==> src/hdl/pwc_pkg.sv <==
// ----------------------------------------------------------------------------
// pwc_pkg
// Shared types and constants for the power window controller.
// ----------------------------------------------------------------------------
package pwc_pkg;

    localparam int COUNT_WIDTH_DEF = 16;
    localparam int TICK_REG_W      = 16;
    localparam int CFG_INDEX_W     = 2;

    localparam logic [TICK_REG_W-1:0] HOLD_TICKS_RST = 16'd1000;
    localparam logic [TICK_REG_W-1:0] JAM_TICKS_RST  = 16'd2000;

    localparam logic [CFG_INDEX_W-1:0] REG_HOLD_TICKS = 2'd0;
    localparam logic [CFG_INDEX_W-1:0] REG_JAM_TICKS  = 2'd1;

    typedef enum logic [1:0] {
        PH_IDLE   = 2'd0,
        PH_HOLD   = 2'd1,
        PH_MANUAL = 2'd2,
        PH_AUTO   = 2'd3
    } phase_t;

    typedef struct packed {
        logic drv_a_press;
        logic drv_b_press;
        logic pas_a_press;
        logic pas_b_press;
        logic limit_a_reached;
        logic limit_b_reached;
        logic jam_sensor_level;
        logic lock_switch_on;
    } in_item_t;

    typedef struct packed {
        logic motor_a_drive;
        logic motor_b_drive;
        logic lock_led;
    } out_item_t;

endpackage

==> src/hdl/pwc_ctrl.sv <==
// ----------------------------------------------------------------------------
// pwc_ctrl
// Jam handling and run state machine; state advances once per item.
// ----------------------------------------------------------------------------
module pwc_ctrl
    import pwc_pkg::*;
#(
    parameter int COUNT_WIDTH = COUNT_WIDTH_DEF
)
(
    input  logic                  clk,
    input  logic                  rst_n,
    input  logic                  step,
    input  in_item_t              item,
    input  logic [TICK_REG_W-1:0] hold_ticks,
    input  logic [TICK_REG_W-1:0] jam_ticks,
    output out_item_t             result
);

    localparam int CW = COUNT_WIDTH;
    localparam int LW = (CW > TICK_REG_W) ? CW : TICK_REG_W;
    localparam logic [CW-1:0] CNT_MAX = {CW{1'b1}};
    localparam logic [CW-1:0] CNT_ONE = CW'(1);

    phase_t        phase_reg, phase_next;
    logic          dir_reg, dir_next;
    logic          src_reg, src_next;
    logic [CW-1:0] hold_cnt_reg, hold_cnt_next;
    logic          muted_reg, muted_next;
    logic          jam_act_reg, jam_act_next;
    logic [CW-1:0] jam_cnt_reg, jam_cnt_next;
    logic          jam_pend_reg, jam_pend_next;
    logic          jam_prev_reg, jam_prev_next;

    logic [CW-1:0] hold_lim;
    logic [CW-1:0] jam_lim;
    logic          jam_edge;
    logic          btn;
    logic          lim;
    logic [3:0]    press;

    function automatic logic [CW-1:0] eff_limit(input logic [TICK_REG_W-1:0] r);
        logic [LW-1:0] v;
        logic [LW-1:0] m;
        v = (r == '0) ? LW'(1) : LW'(r);
        m = LW'(CNT_MAX);
        return (v > m) ? CNT_MAX : v[CW-1:0];
    endfunction

    function automatic logic [CW-1:0] sat_inc(input logic [CW-1:0] c);
        return (c == CNT_MAX) ? c : c + CNT_ONE;
    endfunction

    assign hold_lim = eff_limit(hold_ticks);
    assign jam_lim  = eff_limit(jam_ticks);
    assign jam_edge = jam_prev_reg & ~item.jam_sensor_level;
    assign press    = {item.pas_b_press, item.pas_a_press, item.drv_b_press, item.drv_a_press};
    assign btn      = press[{src_reg, dir_reg}];
    assign lim      = dir_reg ? item.limit_b_reached : item.limit_a_reached;

    always_comb
    begin
        phase_next    = phase_reg;
        dir_next      = dir_reg;
        src_next      = src_reg;
        hold_cnt_next = hold_cnt_reg;
        muted_next    = muted_reg;
        jam_act_next  = jam_act_reg;
        jam_cnt_next  = jam_cnt_reg;
        jam_pend_next = jam_pend_reg;
        jam_prev_next = item.jam_sensor_level;

        if (jam_act_reg)
        begin
            if (jam_cnt_reg >= jam_lim)
            begin
                if (jam_pend_reg)
                begin
                    jam_pend_next = 1'b0;
                    jam_cnt_next  = CNT_ONE;
                end
                else
                begin
                    jam_act_next = 1'b0;
                    jam_cnt_next = '0;
                    if (phase_reg != PH_IDLE)
                    begin
                        muted_next = 1'b1;
                    end
                end
            end
            else
            begin
                jam_cnt_next = sat_inc(jam_cnt_reg);
            end
        end
        if (jam_edge)
        begin
            if (jam_act_next)
            begin
                jam_pend_next = 1'b1;
            end
            else
            begin
                jam_act_next = 1'b1;
                jam_cnt_next = CNT_ONE;
            end
        end

        case (phase_reg)
            PH_IDLE:
            begin
                if (press != 4'b0000)
                begin
                    phase_next    = PH_HOLD;
                    hold_cnt_next = '0;
                    muted_next    = 1'b0;
                    if (press[0])
                    begin
                        src_next = 1'b0;
                        dir_next = 1'b0;
                    end
                    else if (press[1])
                    begin
                        src_next = 1'b0;
                        dir_next = 1'b1;
                    end
                    else if (press[2])
                    begin
                        src_next = 1'b1;
                        dir_next = 1'b0;
                    end
                    else
                    begin
                        src_next = 1'b1;
                        dir_next = 1'b1;
                    end
                end
            end
            PH_HOLD:
            begin
                hold_cnt_next = sat_inc(hold_cnt_reg);
                if (hold_cnt_next >= hold_lim)
                begin
                    phase_next = btn ? PH_MANUAL : PH_AUTO;
                end
            end
            PH_MANUAL:
            begin
                if (lim || !btn)
                begin
                    phase_next = PH_IDLE;
                    muted_next = 1'b0;
                end
            end
            default:
            begin
                if (lim || btn)
                begin
                    phase_next = PH_IDLE;
                    muted_next = 1'b0;
                end
            end
        endcase
    end

    always_comb
    begin
        result.lock_led = item.lock_switch_on;
        if (jam_act_next)
        begin
            result.motor_a_drive = 1'b1;
            result.motor_b_drive = 1'b0;
        end
        else if (phase_next == PH_IDLE || muted_next)
        begin
            result.motor_a_drive = 1'b0;
            result.motor_b_drive = 1'b0;
        end
        else
        begin
            result.motor_a_drive = ~dir_next;
            result.motor_b_drive = dir_next;
        end
    end

    always_ff @(posedge clk or negedge rst_n)
    begin
        if (!rst_n)
        begin
            phase_reg    <= PH_IDLE;
            dir_reg      <= 1'b0;
            src_reg      <= 1'b0;
            hold_cnt_reg <= '0;
            muted_reg    <= 1'b0;
            jam_act_reg  <= 1'b0;
            jam_cnt_reg  <= '0;
            jam_pend_reg <= 1'b0;
            jam_prev_reg <= 1'b1;
        end
        else if (step)
        begin
            phase_reg    <= phase_next;
            dir_reg      <= dir_next;
            src_reg      <= src_next;
            hold_cnt_reg <= hold_cnt_next;
            muted_reg    <= muted_next;
            jam_act_reg  <= jam_act_next;
            jam_cnt_reg  <= jam_cnt_next;
            jam_pend_reg <= jam_pend_next;
            jam_prev_reg <= jam_prev_next;
        end
    end

endmodule

==> src/hdl/power_window_controller_unit.sv <==
// ----------------------------------------------------------------------------
// power_window_controller_unit
// Power window controller: one tick of switch levels in, motor and lamp out.
//
//   channel | signals                               | handshake
//   --------+---------------------------------------+----------------------
//   in      | drv/pas a/b press, limits, jam, lock  | in_valid / in_ready
//   out     | motor_a_drive, motor_b_drive, lock_led| out_valid / out_ready
//   cfg     | cfg_index, cfg_data                   | cfg_valid / cfg_ready
//
// Two stages: input register, then state update and result register.
// The result is registered behind the input register; one item per cycle is
// sustained while out_ready holds. The input register advances whenever the
// result register is empty or being drained; a waiting result blocks the
// input once the input register holds an item, so at most two items are in
// flight. Reset returns the run and jam machines to idle and the tick
// registers to 1000 and 2000. Configuration writes are always taken.
// ----------------------------------------------------------------------------
module power_window_controller_unit
    import pwc_pkg::*;
#(
    parameter int COUNT_WIDTH = COUNT_WIDTH_DEF
)
(
    input  logic                   clk,
    input  logic                   rst_n,
    input  logic                   in_valid,
    output logic                   in_ready,
    input  logic                   drv_a_press,
    input  logic                   drv_b_press,
    input  logic                   pas_a_press,
    input  logic                   pas_b_press,
    input  logic                   limit_a_reached,
    input  logic                   limit_b_reached,
    input  logic                   jam_sensor_level,
    input  logic                   lock_switch_on,
    output logic                   out_valid,
    input  logic                   out_ready,
    output logic                   motor_a_drive,
    output logic                   motor_b_drive,
    output logic                   lock_led,
    input  logic                   cfg_valid,
    output logic                   cfg_ready,
    input  logic [CFG_INDEX_W-1:0] cfg_index,
    input  logic [TICK_REG_W-1:0]  cfg_data
);

    in_item_t              item_reg;
    logic                  item_valid_reg, item_valid_next;
    out_item_t             res_reg;
    out_item_t             res_comb;
    logic                  out_valid_reg, out_valid_next;
    logic [TICK_REG_W-1:0] hold_ticks_reg;
    logic [TICK_REG_W-1:0] jam_ticks_reg;
    logic                  adv;

    assign adv       = item_valid_reg && (!out_valid_reg || out_ready);
    assign in_ready  = !item_valid_reg || adv;
    assign cfg_ready = 1'b1;

    assign item_valid_next = (in_valid && in_ready) ? 1'b1 : (adv ? 1'b0 : item_valid_reg);
    assign out_valid_next  = adv ? 1'b1 : (out_ready ? 1'b0 : out_valid_reg);

    pwc_ctrl #(
        .COUNT_WIDTH (COUNT_WIDTH)
    ) u_ctrl (
        .clk        (clk),
        .rst_n      (rst_n),
        .step       (adv),
        .item       (item_reg),
        .hold_ticks (hold_ticks_reg),
        .jam_ticks  (jam_ticks_reg),
        .result     (res_comb)
    );

    always_ff @(posedge clk or negedge rst_n)
    begin
        if (!rst_n)
        begin
            item_valid_reg <= 1'b0;
            out_valid_reg  <= 1'b0;
            hold_ticks_reg <= HOLD_TICKS_RST;
            jam_ticks_reg  <= JAM_TICKS_RST;
        end
        else
        begin
            item_valid_reg <= item_valid_next;
            out_valid_reg  <= out_valid_next;
            if (cfg_valid && cfg_ready)
            begin
                case (cfg_index)
                    REG_HOLD_TICKS: hold_ticks_reg <= cfg_data;
                    REG_JAM_TICKS:  jam_ticks_reg  <= cfg_data;
                    default:        ;
                endcase
            end
        end
    end

    always_ff @(posedge clk)
    begin
        if (in_valid && in_ready)
        begin
            item_reg.drv_a_press      <= drv_a_press;
            item_reg.drv_b_press      <= drv_b_press;
            item_reg.pas_a_press      <= pas_a_press;
            item_reg.pas_b_press      <= pas_b_press;
            item_reg.limit_a_reached  <= limit_a_reached;
            item_reg.limit_b_reached  <= limit_b_reached;
            item_reg.jam_sensor_level <= jam_sensor_level;
            item_reg.lock_switch_on   <= lock_switch_on;
        end
        if (adv)
        begin
            res_reg <= res_comb;
        end
    end

    assign out_valid     = out_valid_reg;
    assign motor_a_drive = res_reg.motor_a_drive;
    assign motor_b_drive = res_reg.motor_b_drive;
    assign lock_led      = res_reg.lock_led;

endmodule

==> config.mk <==
export PLATFORM = sky130hd
export DESIGN_NAME = power_window_controller_unit
export DESIGN_NICKNAME = d
export VERILOG_FILES = /design/src/hdl/pwc_pkg.sv /design/src/hdl/pwc_ctrl.sv /design/src/hdl/power_window_controller_unit.sv
export SDC_FILE = /design/constraint.sdc
export NUM_CORES = 1
export LEC_CHECK = 0
export BUFFER_PORTS_ARGS = -buffer_cell sky130_fd_sc_hd__buf_2
export CAP_MARGIN = 20
export CORE_ASPECT_RATIO = 1.1
export CORE_MARGIN = 10
export CORE_UTILIZATION = 25
export DETAILED_ROUTE_END_ITERATION = 6
export SLEW_MARGIN = 15
export SYNTH_ARGS = -nofsm -noshare
export SYNTH_HDL_FRONTEND = slang
export SYNTH_SLANG_ARGS = --single-unit
==> constraint.sdc <==
create_clock -name clk -period 9.88 [get_ports clk]
set_clock_uncertainty 0.1 [all_clocks]
set_input_delay 0.988 -clock clk [delete_from_list [all_inputs] [get_ports clk]]
set_output_delay 0.988 -clock clk [all_outputs]
set_load 0.05 [all_outputs]
==> run metrics <==
status=finished, final reports clean; Leak=between 2 and 3 nW; Non-Filler Instances=between 700 and 800; drc violations=0; DRT antenna net count=0; largest net degree at the start of global routing=75; critical path type=reg2reg; GRT overflow=0; wirelength, routed=11390 um; layout net count=between 600 and 700; setup repair bufs after CTS=0; Post-CTS Resized=0; Worst-Margin Slew=~1000 ps; hold crit path type=reg2reg; Hold Buf Count CTS=0; Mapped Avg Cell Area=roughly 9.6 sq um; Die Ht=between 150 and 200 um; commonest register cell after synthesis=dfrtp_1; sequential element share of the synthesized area=a little under half; Post-synth EDFFs=11; Final Instance Area=around 0.0057 sq mm; TritonCTS clock tree=yes; antenna violations before repair=0; CTS root buffer=clkbuf_16; Final period util=a little under two fifths; Fmax achieved=270.7 MHz; Setup TNS=0 ps; vias per inst=between 4 and 5; vias in the first global route=3745; Total Die Area=roughly 0.025 sq mm; Clk Latency, worst-skew pair=350 ps; global-route wire length before repair=~19000 um; Slew HR=between 30% and 40%; # diodes=0; Worst-path clk slew=~70 ps; Port Buffer Count=35; Setup Viol. Count Final=0; Final Hold Viols=0; VDD IR max=about 0.000087 V; max-cap viol count=0; Post-synth ARST share=between 80% and 90%; post-place instance area=0.005328 sq mm; CP max FO=12; RSZ-0062 raised after global routing=false; WP data arrival=between 3000 and 4000 ps; IO Pins=37; CTS Buffer Depth=2; RePlAce Congestion=0.8052; initial DRC count=between 100 and 150; placed insts=about 780; GRT Util Overall=9.026%; htree depth=3; cell area after synthesis=~0.005 sq mm; wire per inst=14.28 um; Chip Width=around 150 um; Final min period=~3700 ps; clock sinks=between 80 and 90; hpwl dp=8637 um; Area Growth Syn to Fin=16.19%; synthesized instance count=just over 500; YS warnings=0; via count=3710; Cell Rows=53; pwr/cell area=about 190 mW/mm^2; Yosys reg bits=85; share of layout cells above drive strength 1=about 18%; Synth cell types=between 50 and 60; critical path startpoint category=flip-flop; CTS Buf Count=9; Syn Nets=between 500 and 600; Pre-antenna DRT Iters=4; Slew Viols, Final=0; crit end category=flip-flop; Initial Util=between 20% and 30%; Critical Path RT=roughly 10000 ps; Core ar.=around 0.019 sq mm; fill count=approximately 2000; Fin Hold WS=around 320 ps
-- Yosys cell counts, types with 5 or more instances --
master	n	area, sq um
a21oi_1	25	125.1
ha_1	34	425.4
nor2_1	31	116.4
edfxtp_1	11	330.3
o31ai_1	10	75.07
clkbuf_1	9	33.78
nand2b_1	10	62.56
nor4_1	9	56.30
mux2_2	22	247.7
o21ai_0	37	185.2
nand4_1	11	68.82
o21a_1	6	45.04
and3_1	5	31.28
a31oi_1	12	75.07
nand2_1	59	221.5
dfstp_2	13	341.6
xnor2_1	10	87.58
dfrtp_1	61	1526
xor2_1	6	52.55
inv_1	40	150.1
nand3_1	20	100.1
a21o_1	9	67.56
nor3_1	14	70.07
-- area by class of cell --
type	count	area, sq um	area share (%)
multi-input cells	372	2477	43.73
clock inverters	6	93.84	1.656
clock buffers	10	239.0	4.218
well taps	247	309.0	5.455
flip-flops and latches	85	2198	38.80
repair buffers	38	197.7	3.489
inverters	40	150.1	2.650
-- metrics by stage --
step                setup slack [ps]   power, W  utilization [%]
global route                    5850   0.001152            29.56
detailed placement              6156  0.0007073            27.80
finish                          6186   0.001081            29.56
global placement                6231  0.0007023            27.80
floorplan                       6546  0.0006331                -
CTS                             6155   0.001099            29.54
-- kinds of logic (layout without fill, tap and decap cells) --
logic type	Yosys count	after routing	share of synthesized area, %
other	1	1	0.07691
AOI/OAI and AO/OA	123	123	16.32
muxes	25	25	5.799
adders and majority gates	34	34	8.725
buffers and inverters	53	94	4.208
xor gates and xnor gates	16	16	2.874
and+or+nand+nor	173	173	16.91
DFF	85	85	45.09
-- power breakdown --
| group | total [W] | switching, W | leakage [nW] | internal (W) |
|---|---|---|---|---|
| Clock | 0.000383 | 0.000152 | 0.160 | 0.000231 |
| Combinational | 0.000236 | 0.000134 | 1.35 | 0.000102 |
| Sequential | 0.000463 | 0.0000501 | 1.02 | 0.000413 |
| Total | 0.00108 | 0.000336 | 2.53 | 0.000745 |
-- cells in the final DEF, fill, tap and decap left out, types with 6 or more instances in the layout --
cell        n
a21o_1      9
clkbuf_16   9
xnor2_1    10
mux2_2     22
buf_2      35
ha_1       34
dfstp_2    13
xor2_1      6
nand4_1    11
o31ai_1    10
nand2b_1   10
inv_1      40
nor4_1      9
dfrtp_1    61
nor3_1     14
nand3_1    20
nand2_1    59
o21ai_0    37
a21oi_1    25
a31oi_1    12
o21a_1      6
nor2_1     31
edfxtp_1   11
-- critical path, cell delays in order (launching register included) --
cell      delay, ps
dfrtp_1         420
ha_1            220
and3_1          230
nand3_1         170
or3_1           560
nand2_1         160
xnor2_1         130
ha_1            260
a21o_1          180
a21o_1          170
a21oi_1         150
o31ai_1         110
a221oi_1        240
o21ai_0         160
a221o_1         340
-- path summary, 6_finish.rpt --
path,slack [ps],cells past startpoint,from,endpoint
setup / recovery,6190,14,u_ctrl.hold_cnt_reg[0],u_ctrl.phase_reg[1]
hold / removal,320,0,item_reg[0],lock_led
setup reg to reg,6190,14,u_ctrl.hold_cnt_reg[0],u_ctrl.phase_reg[1]
hold reg to reg,320,0,item_reg[0],lock_led
max in group asynchronous,8340,1,rst_n,hold_ticks_reg[1]
min in group asynchronous,700,1,rst_n,u_ctrl.jam_cnt_reg[10]
-- routing by layer --
metal  part of all wire [%]  track usage, %
met4                    1.6           3.112
met2                     50           15.38
met5                      0               0
met3                    2.8           2.009
met1                     45           10.92
Power figures use the tool's default switching activity.
